==> src/kpsm_pkg.sv <==
// Package for the keypad scanner with multi-tap entry.
// Holds the phase enum, event codes, state, config and result structs and the key tables.
// No dependencies.
package kpsm_pkg;

    localparam int KP_ROWS = 4;
    localparam int KP_COLS = 3;
    localparam int ROW_W   = $clog2(KP_ROWS);
    localparam int COL_W   = 2;
    localparam int TAP_W   = 3;
    localparam int CHAR_W  = 7;
    localparam int TICK_W  = 16;

    localparam logic [COL_W-1:0]  COL_NONE  = 2'd3;
    localparam logic [CHAR_W-1:0] CHAR_HASH = 7'h23;

    // Register indexes on the configuration port.
    localparam logic [1:0] CFG_DEBOUNCE = 2'd0;
    localparam logic [1:0] CFG_TIMEOUT  = 2'd1;
    localparam logic [1:0] CFG_MODE     = 2'd2;

    typedef enum logic [1:0] {
        PH_IDLE    = 2'd0,
        PH_PRESS   = 2'd1,
        PH_HELD    = 2'd2,
        PH_RELEASE = 2'd3
    } kpsm_phase_t;

    typedef enum logic [1:0] {
        EV_NONE    = 2'd0,
        EV_UPDATE  = 2'd1,
        EV_CHANGE  = 2'd2,
        EV_TIMEOUT = 2'd3
    } kpsm_event_t;

    typedef struct packed {
        logic [ROW_W-1:0]  scan_row;
        logic              scan_enabled;
        kpsm_phase_t       phase;
        logic [COL_W-1:0]  pending_column;
        logic [ROW_W-1:0]  held_row;
        logic [COL_W-1:0]  held_col;
        logic [TAP_W-1:0]  tap_count;
        logic              tapping;
        logic [TICK_W-1:0] tick_count;
    } kpsm_state_t;

    typedef struct packed {
        logic [TICK_W-1:0] debounce_ticks;
        logic [TICK_W-1:0] timeout_ticks;
        logic              multitap_mode;
    } kpsm_cfg_t;

    typedef struct packed {
        logic [TAP_W-1:0]   tap_index;
        logic [COL_W-1:0]   key_col;
        logic [ROW_W-1:0]   key_row;
        logic [CHAR_W-1:0]  char_code;
        kpsm_event_t        event_res;
        logic [KP_ROWS-1:0] row_drive;
    } kpsm_result_t;

    // Character of a key at a position in its letter cycle; 0 where nothing is defined.
    function automatic logic [CHAR_W-1:0] key_char(input logic [ROW_W-1:0] row,
                                                   input logic [COL_W-1:0] col,
                                                   input logic [TAP_W-1:0] tap);
        logic [4:0][CHAR_W-1:0] chars;
        chars = '0;
        unique case ({row, col})
            {2'd0, 2'd0}: chars = {7'h00, 7'h00, 7'h00, 7'h00, 7'h31};
            {2'd0, 2'd1}: chars = {7'h00, 7'h43, 7'h42, 7'h41, 7'h32};
            {2'd0, 2'd2}: chars = {7'h00, 7'h46, 7'h45, 7'h44, 7'h33};
            {2'd1, 2'd0}: chars = {7'h00, 7'h49, 7'h48, 7'h47, 7'h34};
            {2'd1, 2'd1}: chars = {7'h00, 7'h4C, 7'h4B, 7'h4A, 7'h35};
            {2'd1, 2'd2}: chars = {7'h00, 7'h4F, 7'h4E, 7'h4D, 7'h36};
            {2'd2, 2'd0}: chars = {7'h53, 7'h52, 7'h51, 7'h50, 7'h37};
            {2'd2, 2'd1}: chars = {7'h00, 7'h56, 7'h55, 7'h54, 7'h38};
            {2'd2, 2'd2}: chars = {7'h5A, 7'h59, 7'h58, 7'h57, 7'h39};
            {2'd3, 2'd0}: chars = {7'h00, 7'h00, 7'h00, 7'h00, 7'h2A};
            {2'd3, 2'd1}: chars = {7'h00, 7'h00, 7'h00, 7'h20, 7'h30};
            {2'd3, 2'd2}: chars = {7'h00, 7'h00, 7'h00, 7'h00, CHAR_HASH};
            default:      chars = '0;
        endcase
        if (tap > 3'd4) begin
            return '0;
        end
        return chars[tap];
    endfunction

    // Number of characters in a key's cycle.
    function automatic logic [TAP_W-1:0] cycle_len(input logic [ROW_W-1:0] row,
                                                   input logic [COL_W-1:0] col);
        logic [TAP_W-1:0] len;
        len = 3'd1;
        unique case ({row, col})
            {2'd0, 2'd1}, {2'd0, 2'd2},
            {2'd1, 2'd0}, {2'd1, 2'd1}, {2'd1, 2'd2},
            {2'd2, 2'd1}: len = 3'd4;
            {2'd2, 2'd0}, {2'd2, 2'd2}: len = 3'd5;
            {2'd3, 2'd1}: len = 3'd2;
            default:      len = 3'd1;
        endcase
        return len;
    endfunction

endpackage

==> src/kpsm_step.sv <==
// Next-state and result logic for one scan tick of the keypad scanner.
// Depends on kpsm_pkg for the state, config and result types and the key tables.
module kpsm_step (
    input  kpsm_pkg::kpsm_state_t        state_cur,
    input  kpsm_pkg::kpsm_cfg_t          cfg,
    input  logic [kpsm_pkg::KP_COLS-1:0] column_sense,
    output kpsm_pkg::kpsm_state_t        state_next,
    output kpsm_pkg::kpsm_result_t       result
);
    import kpsm_pkg::*;

    logic [COL_W-1:0] col;
    logic             deb_done;
    logic             tmo_done;
    logic             same_key;
    logic [TAP_W-1:0] tap_inc;
    logic [TAP_W-1:0] tap_adv;
    logic             restart;
    kpsm_phase_t      phase_next;
    kpsm_event_t      event_next;
    kpsm_state_t      nxt;

    // Lowest set column wins.
    always_comb begin
        priority if (column_sense[0]) col = 2'd0;
        else if (column_sense[1])     col = 2'd1;
        else if (column_sense[2])     col = 2'd2;
        else                          col = COL_NONE;
    end

    assign deb_done = (state_cur.tick_count >= cfg.debounce_ticks);
    assign tmo_done = (state_cur.tick_count >= cfg.timeout_ticks);
    assign same_key = (state_cur.held_row == state_cur.scan_row) && (state_cur.held_col == col);
    assign tap_inc  = state_cur.tap_count + 3'd1;
    assign tap_adv  = (tap_inc >= cycle_len(state_cur.held_row, state_cur.held_col)) ?
                      '0 : tap_inc;

    // Phase transitions.
    always_comb begin
        phase_next = state_cur.phase;
        unique case (state_cur.phase)
            PH_IDLE: begin
                if (col != COL_NONE) phase_next = PH_PRESS;
            end
            PH_PRESS: begin
                if (deb_done) begin
                    phase_next = (col != state_cur.pending_column) ? PH_IDLE : PH_HELD;
                end
            end
            PH_HELD: begin
                if (col == COL_NONE) phase_next = PH_RELEASE;
            end
            PH_RELEASE: begin
                if (deb_done) begin
                    phase_next = (col != COL_NONE) ? PH_HELD : PH_IDLE;
                end
            end
            default: phase_next = PH_IDLE;
        endcase
    end

    // Datapath registers and event code.
    always_comb begin
        nxt        = state_cur;
        event_next = EV_NONE;
        restart    = 1'b0;
        unique case (state_cur.phase)
            PH_IDLE: begin
                // A press takes precedence over the tap timeout.
                priority if (col != COL_NONE) begin
                    nxt.scan_enabled   = 1'b0;
                    nxt.pending_column = col;
                    restart            = 1'b1;
                end else if (state_cur.tapping && tmo_done) begin
                    nxt.tapping = 1'b0;
                    event_next  = EV_TIMEOUT;
                end
            end
            PH_PRESS: begin
                if (deb_done) begin
                    priority if (col != state_cur.pending_column) begin
                        nxt.pending_column = COL_NONE;
                        nxt.scan_enabled   = 1'b1;
                    end else if (cfg.multitap_mode) begin
                        priority if (state_cur.tapping && same_key) begin
                            nxt.tap_count = tap_adv;
                            event_next    = EV_UPDATE;
                        end else begin
                            nxt.held_row  = state_cur.scan_row;
                            nxt.held_col  = col;
                            nxt.tap_count = '0;
                            event_next    = state_cur.tapping ? EV_CHANGE : EV_UPDATE;
                        end
                    end else begin
                        nxt.held_row  = state_cur.scan_row;
                        nxt.held_col  = col;
                        nxt.tap_count = '0;
                        if (key_char(state_cur.scan_row, col, '0) == CHAR_HASH) begin
                            nxt.tapping = 1'b0;
                        end
                        event_next = EV_UPDATE;
                    end
                end
            end
            PH_HELD: begin
                if (col == COL_NONE) restart = 1'b1;
            end
            PH_RELEASE: begin
                if (deb_done && (col == COL_NONE)) begin
                    if (cfg.multitap_mode) begin
                        nxt.tapping = (key_char(state_cur.held_row, state_cur.held_col,
                                                state_cur.tap_count) != CHAR_HASH);
                        restart     = 1'b1;
                    end
                    nxt.scan_enabled = 1'b1;
                end
            end
            default: begin
                nxt = state_cur;
            end
        endcase

        nxt.phase = phase_next;
        if (nxt.scan_enabled) begin
            nxt.scan_row = state_cur.scan_row + 2'd1;
        end
        priority if (restart) begin
            nxt.tick_count = '0;
        end else if (state_cur.tick_count != {TICK_W{1'b1}}) begin
            nxt.tick_count = state_cur.tick_count + 16'd1;
        end
    end

    assign state_next = nxt;

    always_comb begin
        result.row_drive = KP_ROWS'(1) << nxt.scan_row;
        result.event_res = event_next;
        result.char_code = key_char(nxt.held_row, nxt.held_col, nxt.tap_count);
        result.key_row   = nxt.held_row;
        result.key_col   = nxt.held_col;
        result.tap_index = nxt.tap_count;
    end

endmodule

==> src/keypad_scan_multitap_top.sv <==
// Top level of the 4x3 matrix keypad scanner with multi-tap letter entry.
// Depends on kpsm_pkg and kpsm_step.
//
// Each input item is one timer tick carrying the three column sense lines; each
// accepted item produces exactly one result item in the next cycle, holding the row
// to drive next, the event of that tick and the current key and character. The
// block takes one item per clock: the scanner state updates on acceptance and the
// result sits in a single output register, so input is taken whenever that register
// is empty or being read in the same cycle. Configuration writes go to the three
// registers by index (0 debounce ticks, 1 multi-tap timeout ticks, 2 mode) and must
// only be issued while no result is outstanding.
module keypad_scan_multitap_top (
    input  logic        aclk,
    input  logic        aresetn,
    // s_tdata: [2:0] column_sense, [7:3] zero
    input  logic        s_tvalid,
    output logic        s_tready,
    input  logic [7:0]  s_tdata,
    // m_tdata: [3:0] row_drive, [5:4] event_res, [12:6] char_code, [14:13] key_row,
    //          [16:15] key_col, [19:17] tap_index, [23:20] zero
    output logic        m_tvalid,
    input  logic        m_tready,
    output logic [23:0] m_tdata,
    input  logic        cfg_wr_en,
    input  logic [1:0]  cfg_addr,
    input  logic [15:0] cfg_wdata
);
    import kpsm_pkg::*;

    kpsm_state_t  state_reg;
    kpsm_state_t  state_next;
    kpsm_cfg_t    cfg_reg;
    kpsm_result_t result_next;
    kpsm_result_t result_reg;
    logic         m_valid_reg;
    logic         in_accept;

    assign s_tready  = !m_valid_reg || m_tready;
    assign in_accept = s_tvalid && s_tready;

    kpsm_step u_step (
        .state_cur    (state_reg),
        .cfg          (cfg_reg),
        .column_sense (s_tdata[KP_COLS-1:0]),
        .state_next   (state_next),
        .result       (result_next)
    );

    always_ff @(posedge aclk) begin
        if (!aresetn) begin
            cfg_reg.debounce_ticks <= 16'd20;
            cfg_reg.timeout_ticks  <= 16'd1000;
            cfg_reg.multitap_mode  <= 1'b0;
        end else if (cfg_wr_en) begin
            unique case (cfg_addr)
                CFG_DEBOUNCE: cfg_reg.debounce_ticks <= cfg_wdata;
                CFG_TIMEOUT:  cfg_reg.timeout_ticks  <= cfg_wdata;
                CFG_MODE:     cfg_reg.multitap_mode  <= cfg_wdata[0];
                default:      cfg_reg <= cfg_reg;
            endcase
        end
    end

    always_ff @(posedge aclk) begin
        if (!aresetn) begin
            state_reg.scan_row       <= '0;
            state_reg.scan_enabled   <= 1'b1;
            state_reg.phase          <= PH_IDLE;
            state_reg.pending_column <= COL_NONE;
            state_reg.held_row       <= 2'd3;
            state_reg.held_col       <= 2'd2;
            state_reg.tap_count      <= '0;
            state_reg.tapping        <= 1'b0;
            state_reg.tick_count     <= '0;
        end else if (in_accept) begin
            state_reg <= state_next;
        end else if (cfg_wr_en && (cfg_addr == CFG_MODE)) begin
            // A mode write ends tapping if no item is accepted; mode 0 resets the letter.
            state_reg.tapping <= 1'b0;
            if (!cfg_wdata[0]) begin
                state_reg.tap_count <= '0;
            end
        end
    end

    always_ff @(posedge aclk) begin
        if (!aresetn) begin
            m_valid_reg <= 1'b0;
        end else if (s_tready) begin
            m_valid_reg <= s_tvalid;
        end
    end

    always_ff @(posedge aclk) begin
        if (in_accept) begin
            result_reg <= result_next;
        end
    end

    assign m_tvalid = m_valid_reg;
    assign m_tdata  = {4'd0, result_reg};

    // The driven row is always one-hot on a valid result.
    a_row_onehot: assert property (@(posedge aclk) disable iff (!aresetn)
        m_tvalid |-> $onehot(m_tdata[3:0]))
        else $error("row_drive not one-hot");

    // An accepted item always leaves a result behind.
    a_accept_result: assert property (@(posedge aclk) disable iff (!aresetn)
        in_accept |=> m_tvalid)
        else $error("accepted item produced no result");

    // The held key never names the unused column.
    a_key_col: assert property (@(posedge aclk) disable iff (!aresetn)
        m_tvalid |-> (m_tdata[16:15] != COL_NONE))
        else $error("key_col out of range");

    // While a key is held the scan is frozen.
    a_scan_frozen: assert property (@(posedge aclk) disable iff (!aresetn)
        (in_accept && (state_reg.phase == PH_HELD)) |=> $stable(state_reg.scan_row))
        else $error("scan advanced while key held");

endmodule
==> config.mk <==
export PLATFORM = sky130hd
export DESIGN_NAME = keypad_scan_multitap_top
export DESIGN_NICKNAME = d
export VERILOG_FILES = /design/src/kpsm_pkg.sv /design/src/kpsm_step.sv /design/src/keypad_scan_multitap_top.sv
export SDC_FILE = /design/constraint.sdc
export NUM_CORES = 1
export LEC_CHECK = 0
export BUFFER_PORTS_ARGS = -buffer_cell sky130_fd_sc_hd__buf_2
export CORE_UTILIZATION = 35
export CTS_CLUSTER_SIZE = 25
export DETAILED_ROUTE_END_ITERATION = 10
export PLACE_DENSITY = 0.61
export SKIP_LAST_GASP = 1
export SYNTH_ARGS = -nofsm -noshare
export SYNTH_HDL_FRONTEND = slang
export SYNTH_SLANG_ARGS = --single-unit
==> constraint.sdc <==
create_clock -name aclk -period 4.2 [get_ports aclk]
set_input_delay 0.21 -clock aclk [delete_from_list [all_inputs] [get_ports aclk]]
set_output_delay 0.21 -clock aclk [all_outputs]
set_load 0.005 [all_outputs]
# == After elaboration in Yosys (flattened, before gate mapping) ==
# Memory sizes are Yosys's and may differ from the RTL's. A register that Yosys moved wholly into a read port is not among the register bits.
# Index checks and enable logic that the tools add are counted.
# totals
word_cells,161
regBits,85
memories,4
mem_bits_ro,1488
output_inout_bits,26
# mem_list
name,depth,word_bits,rd,rd_ports_with_merged_regs,wr,line_no,source
(name not given),16,30,1,0,0,kpsm_pkg.sv:69,"unique case ({row, col})"
(name not given),16,30,1,0,0,kpsm_pkg.sv:69,
(name not given),16,30,1,1,0,kpsm_pkg.sv:69,
(name not given),16,3,1,1,0,kpsm_pkg.sv:95,"unique case ({row, col})"
# classes
addsub,3
n_lt_le_gt_ge,7
eq_ne,28
mux,78
reduce_logical,21
shift,1
# ops
cell,count
35-bit 2-to-1 mux,3
7-bit 2-to-1 mux,15
7-bit binary-select mux with 3-bit select,2
2-bit 2-to-1 mux,18
16-bit greater-or-equal comparator,2
16-bit 2-to-1 mux,2
4-bit 2-to-1 mux,7
1-bit 2-to-1 mux,20
"16-bit by 1-bit adder with 16-bit output, second input constant",1
"16-bit inequality test, second input constant",1
"2-bit by 1-bit inequality test with 1-bit output, second input constant",6
"3-bit by 2-bit inequality test with 1-bit output, second input constant",4
"3-bit inequality test, second input constant",4
10-bit 2-to-1 mux,1
10-bit AND reduction,1
2-bit AND reduction,5
5-bit AND reduction,2
3-bit 2-to-1 mux,3
1-bit case mux with 3 select lines,3
"2-bit == test, second input constant",4
"3-bit by 4-bit < comparator with 1-bit output, second input constant",2
8-bit 2-to-1 mux,1
2-bit case mux with 2 select lines,2
2-bit case mux with 4 select lines,1
other kinds (17),28

# == Depth between registers and ports, before layout ==
# Gate-level depths: netlist of run 1.
# logic_depth
ltp_word,18
mapped_depth,13

# == Cells and area by module ==
# A second synthesis of run 1 with hierarchy kept.
# hier_totals
hier_cells,717
hier_area_um2,5703.0
# by_module_without_submodules
module,instances,cells_each,seq_area_each_um2,area_per_inst_um2
keypad_scan_multitap_top,1,319,1901.8,3016.6
kpsm_step,1,398,0.0,2686.3

# == Worst setup path after synthesis of run 1 ==
# OpenSTA, ideal clock, no wires.
# synth_path
path_kind,register to register
startpoint,register cfg_reg[32] (netlist name)
endpoint,"register result_reg (netlist bit m_tdata[7]), data pin"
setup_ns,0.261
n_path_buf,0
path_slack_ns,0.827
path_stages_with_launch,14
period_less_slack_ns,3.373
required_time_ns,3.939
t_arrival_ns,3.112
cell_sequence,dfxtp_1 -> inv_1 -> ha_1 -> nand2_2 -> nor4_4 -> o311ai_4 -> a211oi_4 -> mux2i_2 -> inv_1 -> ha_1 -> a21oi_1 -> a221o_1 -> a31oi_1 -> a221o_1
# synth_rtl
element,line_no,source
from (decl),keypad_scan_multitap_top.sv:32,kpsm_cfg_t cfg_reg;
from (signal assigned),keypad_scan_multitap_top.sv:59,default: cfg_reg <= cfg_reg;
to (signal assigned),keypad_scan_multitap_top.sv:96,result_reg <= result_next;
to (decl),keypad_scan_multitap_top.sv:34,kpsm_result_t result_reg;

==> tab_implementation.tex, run 1 <==
\begin{tabular}{lr}
\hline
Metric & Value \\
\hline
\multicolumn{2}{l}{\textbf{Min path}} \\
\quad Class of the worst hold path & in2reg \\
\quad Number of instances on the worst hold path & 3 \\
\quad End point of the most critical hold path & cfg\_reg[2]\$\_SDFFE\_PN0P\_ \\
\quad Critical hold path startpoint & cfg\_wdata[1] \\
\multicolumn{2}{l}{\textbf{Worst setup path}} \\
\quad Required time at the worst-slack endpoint & 4300 ps \\
\quad Maximum fanout along the worst path & 8 \\
\quad Arrival time of the worst setup path & 3690 ps \\
\quad Type of element capturing the critical path & flop \\
\quad Logic depth of the worst register-to-register path & 12 \\
\quad Cells along the critical path & ha\_1 -> nand2\_2 -> nor4\_4 -> a221oi\_2 -> a211oi\_4 -> mux2i\_2 -> inv\_1 -> ha\_1 -> a21oi\_1 -> a221o\_1 -> a31oi\_1 -> a221o\_1 \\
\quad Worst path bufs/invs & 1 \\
\quad Largest stage delay on the critical path & 510 ps \\
\quad Capture instance of the worst register-to-register path & m\_tdata[7]\$\_SDFFCE\_PN0P\_ \\
\quad Delay-heaviest family, CP & compound AO/OA/AOI/OAI gates \\
\quad Critical path launch point type & flop \\
\quad Setup slack, reg-to-reg & 610 ps \\
\quad Critical path's slowest cell & a211oi\_4 \\
\quad Type of the worst setup path & reg2reg \\
\quad Origin of the critical flop-to-flop path & state\_reg[15]\$\_SDFFE\_PN0P\_ \\
\multicolumn{2}{l}{\textbf{Synth}} \\
\quad Fraction of the yosys area taken by sequential cells & 37.1\% \\
\quad Async S/R FF share, synth & 0\% \\
\quad Most repeated cell in the gate-level netlist after synthesis & nand2\_1 \\
\quad Number of enable-type register cells in the synthesized netlist & 20 \\
\quad \#FFs+latches synth & 100 \\
\quad Most area-consuming cells after synthesis & dfxtp\_1, ha\_1, edfxtp\_1 \\
\quad Mapped Cells & 701 \\
\quad Post-synthesis instance area & 5940 um2 \\
\quad Post-synthesis cell type with the largest combined area & dfxtp\_1 \\
\quad Mean cell area of the mapped netlist & 8.47 um2 \\
\quad Top flip-flop cell by instance count after synthesis & dfxtp\_1 \\
\quad Portion of synthesized cell area occupied by the leading cell type & 27.0\% \\
\quad Number of synthesis warnings & 0 \\
\quad Top cell types by occurrence after synthesis & nand2\_1, dfxtp\_1, a21oi\_1 \\
\quad Netlist cell types & 76 \\
\multicolumn{2}{l}{\textbf{STA}} \\
\quad Finish-stage setup viols & 0 \\
\quad Clock Skew & 9.84 ps \\
\quad Setup repair after global routing missed its margin & no \\
\quad Hold violation count in the final report & 0 \\
\quad Total count of max-transition violations in the final report & 0 \\
\quad Final worst path period share & 85.4\% \\
\quad Worst slew margin & 19.9\% \\
\quad Fmax & 279 MHz \\
\quad Total Neg Setup Slack & 0 ps \\
\quad Minimum period implied by the final worst setup slack & 3590 ps \\
\quad Worst-margin pin slew & 1200 ps \\
\multicolumn{2}{l}{\textbf{GRT}} \\
\quad Antenna violations before repair & 0 \\
\quad Number of global-route vias before repair & 4332 \\
\quad Global-route wire length before repair & 21.7 mm \\
\quad Global-route usage over all layers & 15.3\% \\
\quad Top Usage Layer GRT & met2 \\
\quad Met3 GRT Util & 2.46\% \\
\quad Global-route track usage on met1 & 22.0\% \\
\quad Met2 usage in global routing & 23.4\% \\
\quad Maximum number of pins on one net before global-route repair & 33 \\
\quad Congestion Overflow GR & 0 \\
\multicolumn{2}{l}{\textbf{Floorplanning}} \\
\quad Die height & 132 um \\
\quad Core area & 16600 um2 \\
\quad Initial Utilization & 35.8\% \\
\quad Ports placed on the boundary & 57 \\
\quad Num rows & 47 \\
\quad Die outline area & 17500 um2 \\
\quad Die Width & 132 um \\
\multicolumn{2}{l}{\textbf{Cells and area}} \\
\quad Fin cells & 965 \\
\quad Area occupied by registers & 2200 um2 \\
\quad Antenna diode count & 0 \\
\quad Multi-input logic area & 3380 um2 \\
\quad Nets@finish & 821 \\
\quad Fraction of layout instances using a drive strength above 1 & 14.1\% \\
\quad Final design utilization & 40.5\% \\
\quad Area growth from synthesis to final layout & 13.0\% \\
\quad Final design instance area without fill & 6710 um2 \\
\quad FILL cells & 1704 \\
\multicolumn{2}{l}{\textbf{Power and ir drop}} \\
\quad Total power & 2.18 mW \\
\quad Leak Pwr & 2.77 nW \\
\quad Power Dens Cells & 325 nW/um2 \\
\quad Peak supply drop & 0.000203 V \\
\multicolumn{2}{l}{\textbf{CTS}} \\
\quad Inserted Clock Buffers & 9 \\
\quad Hold bufs inserted after CTS & 0 \\
\quad TritonCTS sink count & 100 \\
\quad Insertion delay to the later sink of the worst-skew pair & 350 ps \\
\quad Max H-tree Level & 3 \\
\quad Clock tree from TritonCTS & done \\
\quad Maximum number of buffers from clock root to sink & 2 \\
\quad Setup bufs post-CTS & 0 \\
\quad Post-CTS clock slew at the launch and capture registers of the worst setup and hold paths & 70 ps \\
\quad Count of cells resized by post-cts repair & 0 \\
\quad Clk Tree Root Cell & clkbuf\_16 \\
\multicolumn{2}{l}{\textbf{Placed design}} \\
\quad Number of cells in the design after placement & 949 \\
\quad Total half-perimeter wirelength after legalization and detailed placement & 9.44 mm \\
\quad Area post-placement & 6380 um2 \\
\quad Global placer's final weighted congestion & 0.798 \\
\quad IO Port Bufs & 47 \\
\multicolumn{2}{l}{\textbf{Flow run}} \\
\quad Max Cap Violations & 0 \\
\multicolumn{2}{l}{\textbf{Route}} \\
\quad Total DRC errors in the routed layout & 0 \\
\quad Number of vias in the routed layout & 4841 \\
\quad Aggregate routed wire length & 13.0 mm \\
\quad 1st-pass router iterations & 6 \\
\quad Antenna Nets Post-Route & 0 \\
\quad DR vias/cell & 5.02 \\
\quad Detailed-route wire length per cell & 13.4 um \\
\quad Violation count after the first detailed-route iteration & 275 \\
\multicolumn{2}{l}{\textbf{Status}} \\
\quad Status & finished, final reports clean \\
\hline
\end{tabular}
-- metal layers --
| metal | vias to the layer above | wire (um) | share of wire, % |
|---|---|---|---|
| li1 | 2516 | - | - |
| met1 | 2197 | 6670 | 51 |
| met2 | 114 | 5610 | 43 |
| met3 | 14 | 541 | 4.2 |
| met4 | 0 | 156 | 1.2 |
| met5 | - | 0 | 0 |
-- cell usage in the layout (no fill, tap or decap), types with 3 or more instances in the layout --
master / synthesis / layout
a211o_1: 3 / 3
a21o_1: 8 / 8
a21oi_1: 65 / 65
a31oi_1: 6 / 6
and3_1: 10 / 10
buf_2: 4 / 47
buf_4: 5 / 10
clkbuf_16: 0 / 11
conb_1: 1 / 4
dfxtp_1: 80 / 80
edfxtp_1: 20 / 20
ha_1: 50 / 50
inv_1: 51 / 51
inv_2: 4 / 4
mux2i_1: 12 / 12
nand2_1: 92 / 92
nand2b_1: 14 / 14
nand3_1: 24 / 24
nand3b_1: 3 / 3
nand4_1: 9 / 9
nor2_1: 59 / 59
nor2b_1: 5 / 5
nor3_1: 15 / 15
o211ai_1: 10 / 10
o21ai_0: 26 / 26
o21ai_1: 9 / 9
o22ai_1: 5 / 5
or2_1: 3 / 3
or3b_1: 5 / 5
xnor2_1: 10 / 10
xor2_1: 8 / 8
-- cell type report --
class	instances	share of cell area [%]
inverter	56	3.17
clock buffer	12	4.16
sequential	100	32.8
tap	220	4.10
clock inverter	4	0.765
multi-input combinational	516	50.4
timing repair buffer	57	4.63
-- power breakdown --
part	total (mW)	internal (mW)	switching, mW
sequential	1.04	1.02	0.0194
combinational	0.237	0.0926	0.145
clock	0.909	0.536	0.373
-- how the worst max path moves through the flow --
stage,start,end,slack (ps),cells after the start
after detailed placement,state_reg[15]$_SDFFE_PN0P_,m_tdata[7]$_SDFFCE_PN0P_,610,12
after global placement,state_reg[5]$_SDFFE_PN0P_,m_tdata[7]$_SDFFCE_PN0P_,620,13
after CTS,state_reg[5]$_SDFFE_PN0P_,m_tdata[7]$_SDFFCE_PN0P_,600,13
after global routing,state_reg[13]$_SDFFE_PN0P_,m_tdata[7]$_SDFFCE_PN0P_,360,12
final,state_reg[15]$_SDFFE_PN0P_,m_tdata[7]$_SDFFCE_PN0P_,610,12
after floorplan,cfg_reg[32]$_SDFFE_PN0P_,m_tdata[7]$_SDFFCE_PN0P_,830,13
-- worst min-delay path, delay by kind of cell --
family | cells | cell delay [ps]
AO/OA/AOI/OAI | 1 | 50
buffers and inverters | 1 | 100
AND/OR/NAND/NOR | 1 | 50
-- cells by family after synthesis --
logic type | share of synthesized area, %
mux | 3.63
buf+inv | 6.26
compound gates | 17.9
flops | 37.1
other cells | 0.0632
simple gates | 21.8
xor+xnor | 2.66
fa+ha+maj | 10.5
-- through the flow --
stage / setup slack, ps / hold WS, ps
CTS: 596 / 88.3
global placement: 622 / 444
global route: 360 / 101
detailed placement: 613 / 447
floorplan: 827 / 339
finish: 612 / 104
(Power assumes the default switching activity.)
==> run 2: changes to the inputs <==
- RECOVER_POWER: default -> 100
==> tab_implementation.tex, run 2 (same netlist as run 1, synthesis figures left out) <==
\begin{tabular}{lr}
\hline
Metric & Value \\
\hline
\multicolumn{2}{l}{\textbf{Status}} \\
\quad Status & complete, but fails checks \\
\quad Failing checks & capacitance limit, slew limit \\
\multicolumn{2}{l}{\textbf{Worst setup path}} \\
\quad Required time at the worst-slack endpoint & 4340 ps \\
\quad Type of the worst setup path & reg2reg \\
\quad Critical path launch point type & flop \\
\quad Maximum fanout along the worst path & 10 \\
\quad Type of element capturing the critical path & flop \\
\quad Arrival time of the worst setup path & 3900 ps \\
\multicolumn{2}{l}{\textbf{Route}} \\
\quad Antenna Nets Post-Route & 0 \\
\quad Detailed-route wire length per cell & 13.4 um \\
\quad Aggregate routed wire length & 12.9 mm \\
\quad DR vias/cell & 4.98 \\
\quad Number of vias in the routed layout & 4810 \\
\quad Violation count after the first detailed-route iteration & 273 \\
\quad 1st-pass router iterations & 4 \\
\quad Total DRC errors in the routed layout & 0 \\
\multicolumn{2}{l}{\textbf{Cells and area}} \\
\quad Area growth from synthesis to final layout & 12.2\% \\
\quad Most common cell after layout, fill and taps aside & nand2\_1 \\
\quad FILL cells & 1715 \\
\quad Fraction of layout instances using a drive strength above 1 & 11.3\% \\
\quad Leading cell types in the layout, fill and taps excluded & nand2\_1, dfxtp\_1, a21oi\_1, nor2\_1, inv\_1 \\
\quad Antenna diode count & 0 \\
\quad Nets@finish & 821 \\
\multicolumn{2}{l}{\textbf{STA}} \\
\quad Total Neg Setup Slack & 0 ps \\
\quad Clock Skew & 7.83 ps \\
\quad Setup repair after global routing missed its margin & no \\
\quad Worst-margin pin slew & 2270 ps \\
\quad Hold violation count in the final report & 0 \\
\quad Final worst path period share & 89.6\% \\
\quad Worst setup slack after layout & 436 ps \\
\quad Minimum period implied by the final worst setup slack & 3760 ps \\
\quad Worst slew margin & -51.5\% \\
\quad Fmax & 266 MHz \\
\quad Total count of max-transition violations in the final report & 52 \\
\quad Finish-stage setup viols & 0 \\
\multicolumn{2}{l}{\textbf{Floorplanning}} \\
\quad Die height & 132 um \\
\quad Initial Utilization & 35.8\% \\
\quad Core area & 16600 um2 \\
\quad Die Width & 132 um \\
\quad Ports placed on the boundary & 57 \\
\quad Die outline area & 17500 um2 \\
\quad Num rows & 47 \\
\multicolumn{2}{l}{\textbf{GRT}} \\
\quad Antenna violations before repair & 0 \\
\quad Global-route usage over all layers & 15.3\% \\
\quad Congestion Overflow GR & 0 \\
\quad Number of global-route vias before repair & 4332 \\
\quad Global-route wire length before repair & 21.7 mm \\
\quad Maximum number of pins on one net before global-route repair & 33 \\
\multicolumn{2}{l}{\textbf{CTS}} \\
\quad Maximum number of buffers from clock root to sink & 2 \\
\quad Clock tree from TritonCTS & done \\
\quad Insertion delay to the later sink of the worst-skew pair & 350 ps \\
\quad Hold bufs inserted after CTS & 0 \\
\quad Max H-tree Level & 3 \\
\quad Clk Tree Root Cell & clkbuf\_16 \\
\quad TritonCTS sink count & 100 \\
\quad Inserted Clock Buffers & 9 \\
\quad Setup bufs post-CTS & 0 \\
\quad Count of cells resized by post-cts repair & 0 \\
\quad Post-CTS clock slew at the launch and capture registers of the worst setup and hold paths & 70 ps \\
\multicolumn{2}{l}{\textbf{Power and ir drop}} \\
\quad Peak supply drop & 0.000204 V \\
\quad Power Dens Cells & 327 nW/um2 \\
\quad Leak Pwr & 2.73 nW \\
\quad Total power & 2.18 mW \\
\multicolumn{2}{l}{\textbf{Placed design}} \\
\quad Pre-CTS setup slack & 613 ps \\
\quad IO Port Bufs & 47 \\
\quad Total half-perimeter wirelength after legalization and detailed placement & 9.44 mm \\
\quad Global placer's final weighted congestion & 0.798 \\
\multicolumn{2}{l}{\textbf{Flow run}} \\
\quad Max Cap Violations & 2 \\
\multicolumn{2}{l}{\textbf{Min path}} \\
\quad Class of the worst hold path & in2reg \\
\hline
\end{tabular}
[run 2: cell type report]
cell class	instances	area [um2]	area share, %
Multi-Input combinational cell	516	3360	50.4
Sequential cell	100	2200	33.1
Timing Repair Buffer	57	284	4.26
Clock buffer	12	279	4.19
Tap cell	220	275	4.13
Inverter	56	213	3.19
Clock inverter	4	51.3	0.770
[run 2: path summary, 6_finish.rpt]
kind	from	to	slack, ps	cells past startpoint
setup / recovery	state_reg[5]$_SDFFE_PN0P_	m_tdata[10]$_SDFFCE_PN0P_	440	11
hold / removal	cfg_wdata[1]	cfg_reg[2]$_SDFFE_PN0P_	100	3
setup reg to reg	state_reg[5]$_SDFFE_PN0P_	m_tdata[10]$_SDFFCE_PN0P_	440	11
hold reg to reg	cfg_reg[12]$_SDFFE_PN0P_	cfg_reg[12]$_SDFFE_PN0P_	450	2
[run 2: critical path: stages, from the launching register on]
cell and delay [ps]:
dfxtp_1 420, ha_1 280, a21oi_1 140, o21ai_0 140, a221oi_2 720, a21oi_4 220
nand3_1 140, a2bb2oi_1 700, inv_1 260, nor3_1 290, o21ai_0 140, o41ai_1 100
[run 2: per-layer routing]
metal  global-route usage (%)  routed length, um  up-vias
li1                         -                  -     2517
met3                     2.46                404        9
met2                     23.4               5650       78
met4                     4.47                140        0
met5                        0                  0        -
met1                     22.0               6740     2206
[run 2: metrics by stage]
step | hold WS [ps] | instance area [um2] | std cells | util (%)
floorplan | 339 | 5950 | 704 | -
global placement | 444 | 6380 | 949 | 38.5
detailed placement | 447 | 6380 | 949 | 38.5
CTS | 88.3 | 6710 | 965 | 40.5
global route | 101 | 6660 | 965 | 40.2
finish | 104 | 6660 | 965 | 40.2
[run 2: power breakdown]
part           leakage, nW  switching (mW)  internal (mW)  total, mW
logic                 1.73           0.144         0.0890      0.233
clock network        0.159           0.372          0.536      0.908
registers            0.839          0.0195           1.02       1.04
==> run 3: changes to the inputs <==
==> constraint.sdc (replaced) <==
create_clock -name aclk -period 4.2 [get_ports aclk]
set_input_delay 0 -clock aclk [delete_from_list [all_inputs] [get_ports aclk]]
set_output_delay 0 -clock aclk [all_outputs]
set_load 0.005 [all_outputs]
==> tab_implementation.tex, run 3 (same netlist as run 1, synthesis figures left out) <==
\begin{tabular}{lr}
\hline
Metric & Value \\
\hline
\multicolumn{2}{l}{\textbf{Status}} \\
\quad Status & complete, but fails checks \\
\quad Failing checks & capacitance limit, slew limit \\
\multicolumn{2}{l}{\textbf{STA}} \\
\quad Worst slew margin & -39.1\% \\
\quad Final worst path period share & 91.2\% \\
\quad Hold violation count in the final report & 0 \\
\quad Fmax & 261 MHz \\
\quad Worst-margin pin slew & 2080 ps \\
\quad Setup repair after global routing missed its margin & no \\
\quad Minimum period implied by the final worst setup slack & 3830 ps \\
\quad Total Neg Setup Slack & 0 ps \\
\quad Clock Skew & 7.77 ps \\
\quad Finish-stage setup viols & 0 \\
\quad Total count of max-transition violations in the final report & 51 \\
\multicolumn{2}{l}{\textbf{Placed design}} \\
\quad Area post-placement & 6370 um2 \\
\quad IO Port Bufs & 47 \\
\quad Total half-perimeter wirelength after legalization and detailed placement & 9.48 mm \\
\quad Global placer's final weighted congestion & 0.804 \\
\multicolumn{2}{l}{\textbf{GRT}} \\
\quad Maximum number of pins on one net before global-route repair & 32 \\
\quad Global-route wire length before repair & 22.5 mm \\
\quad Antenna violations before repair & 0 \\
\quad Congestion Overflow GR & 0 \\
\quad Global-route usage over all layers & 15.8\% \\
\quad Number of global-route vias before repair & 4657 \\
\multicolumn{2}{l}{\textbf{Worst setup path}} \\
\quad Arrival time of the worst setup path & 4030 ps \\
\quad Type of element capturing the critical path & flop \\
\quad Origin of the critical flop-to-flop path & state\_reg[15]\$\_SDFFE\_PN0P\_ \\
\quad Type of the worst setup path & reg2reg \\
\quad Logic depth of the worst register-to-register path & 13 \\
\quad Setup slack, reg-to-reg & 370 ps \\
\quad Required time at the worst-slack endpoint & 4400 ps \\
\quad Critical path launch point type & flop \\
\quad Maximum fanout along the worst path & 9 \\
\multicolumn{2}{l}{\textbf{CTS}} \\
\quad Inserted Clock Buffers & 9 \\
\quad Setup bufs post-CTS & 0 \\
\quad Count of cells resized by post-cts repair & 0 \\
\quad Hold bufs inserted after CTS & 18 \\
\quad Insertion delay to the later sink of the worst-skew pair & 340 ps \\
\quad Maximum number of buffers from clock root to sink & 2 \\
\quad Clock tree from TritonCTS & done \\
\quad Max H-tree Level & 3 \\
\quad Post-CTS clock slew at the launch and capture registers of the worst setup and hold paths & 70 ps \\
\quad Clk Tree Root Cell & clkbuf\_16 \\
\quad TritonCTS sink count & 100 \\
\multicolumn{2}{l}{\textbf{Min path}} \\
\quad End point of the most critical hold path & cfg\_reg[0]\$\_SDFFE\_PN0P\_ \\
\quad Class of the worst hold path & in2reg \\
\quad Number of instances on the worst hold path & 4 \\
\quad Critical hold path startpoint & cfg\_wr\_en \\
\multicolumn{2}{l}{\textbf{Route}} \\
\quad Antenna Nets Post-Route & 0 \\
\quad DR vias/cell & 5.06 \\
\quad Aggregate routed wire length & 13.2 mm \\
\quad 1st-pass router iterations & 5 \\
\quad Total DRC errors in the routed layout & 0 \\
\quad Violation count after the first detailed-route iteration & 367 \\
\quad Number of vias in the routed layout & 4962 \\
\quad Detailed-route wire length per cell & 13.5 um \\
\multicolumn{2}{l}{\textbf{Cells and area}} \\
\quad Final design instance area without fill & 6770 um2 \\
\quad Area growth from synthesis to final layout & 14.1\% \\
\quad Most common cell after layout, fill and taps aside & nand2\_1 \\
\quad Antenna diode count & 0 \\
\quad Leading cell types in the layout, fill and taps excluded & nand2\_1, dfxtp\_1, a21oi\_1, nor2\_1, inv\_1 \\
\quad Nets@finish & 838 \\
\quad Fraction of layout instances using a drive strength above 1 & 10.9\% \\
\multicolumn{2}{l}{\textbf{Floorplanning}} \\
\quad Die height & 132 um \\
\quad Die Width & 132 um \\
\quad Num rows & 47 \\
\quad Initial Utilization & 35.8\% \\
\quad Ports placed on the boundary & 57 \\
\quad Core area & 16600 um2 \\
\quad Die outline area & 17500 um2 \\
\multicolumn{2}{l}{\textbf{Flow run}} \\
\quad Max Cap Violations & 2 \\
\multicolumn{2}{l}{\textbf{Power and ir drop}} \\
\quad Leak Pwr & 2.76 nW \\
\quad Peak supply drop & 0.000221 V \\
\quad Power Dens Cells & 306 nW/um2 \\
\hline
\end{tabular}
[run 3: cell types whose count changed in the layout (fill, tap and decap cells not counted), sizes merged]
cell,previous run,this run
dlygate4sd3,0,18
clkbuf,25,26
buf,44,42
bufinv,1,0
[run 3: cell type report]
cell class	count	area, um2
clock buffer	12	256
fill	1710	9810
timing repair buffer	74	450
multi-input combinational	516	3350
sequential	100	2200
clock inverter	3	21.3
inverter	56	213
tap	220	275
[run 3: metal layers]
| layer | routed length (um) | share of wire (%) | global-route usage (%) | vias up |
|---|---|---|---|---|
| li1 | - | - | - | 2544 |
| met3 | 499 | 3.8 | 2.92 | 9 |
| met5 | 0 | 0 | 0 | - |
| met4 | 122 | 0.92 | 4.41 | 0 |
| met2 | 5830 | 44 | 25.1 | 112 |
| met1 | 6780 | 51 | 21.7 | 2297 |
[run 3: worst max path at each step]
stage                     cells past startpoint  slack (ps)                        from                        to
after floorplan                              13         830    cfg_reg[32]$_SDFFE_PN0P_  m_tdata[7]$_SDFFCE_PN0P_
after global placement                       13         490  state_reg[15]$_SDFFE_PN0P_  m_tdata[7]$_SDFFCE_PN0P_
after detailed placement                     13         440  state_reg[15]$_SDFFE_PN0P_  m_tdata[7]$_SDFFCE_PN0P_
after CTS                                    13         420  state_reg[15]$_SDFFE_PN0P_                      flop
after global routing                         13          90  state_reg[15]$_SDFFE_PN0P_                      flop
final                                        13         370  state_reg[15]$_SDFFE_PN0P_                      flop
[run 3: through the flow]
stage	power, mW	std cells	hold WS (ps)	setup slack [ps]	util (%)
after floorplan	1.22	704	125	827	-
after global placement	1.29	948	244	494	38.4
after detailed placement	1.30	948	246	441	38.4
after CTS	2.10	981	58.6	417	41.2
after global routing	2.17	981	245	88.5	40.8
final	2.07	981	190	371	40.8
[run 3: where the power goes]
| part | internal [mW] | switching [mW] | total (mW) |
|---|---|---|---|
| sequential | 1.02 | 0.0201 | 1.04 |
| clock | 0.433 | 0.357 | 0.790 |
| combinational | 0.0987 | 0.147 | 0.245 |
[run 3: worst max-delay path, cell delays in order, from the launching register on]
cell and delay, ps:
dfxtp_1 350, ha_1 310, nand2_1 120, nor4_4 430, a221oi_2 110, buf_4 180
a211oi_4 270, mux2i_2 580, o21ai_1 250, or2_1 340, ha_1 320, nand2_1 150
a21boi_1 180, mux2i_1 80
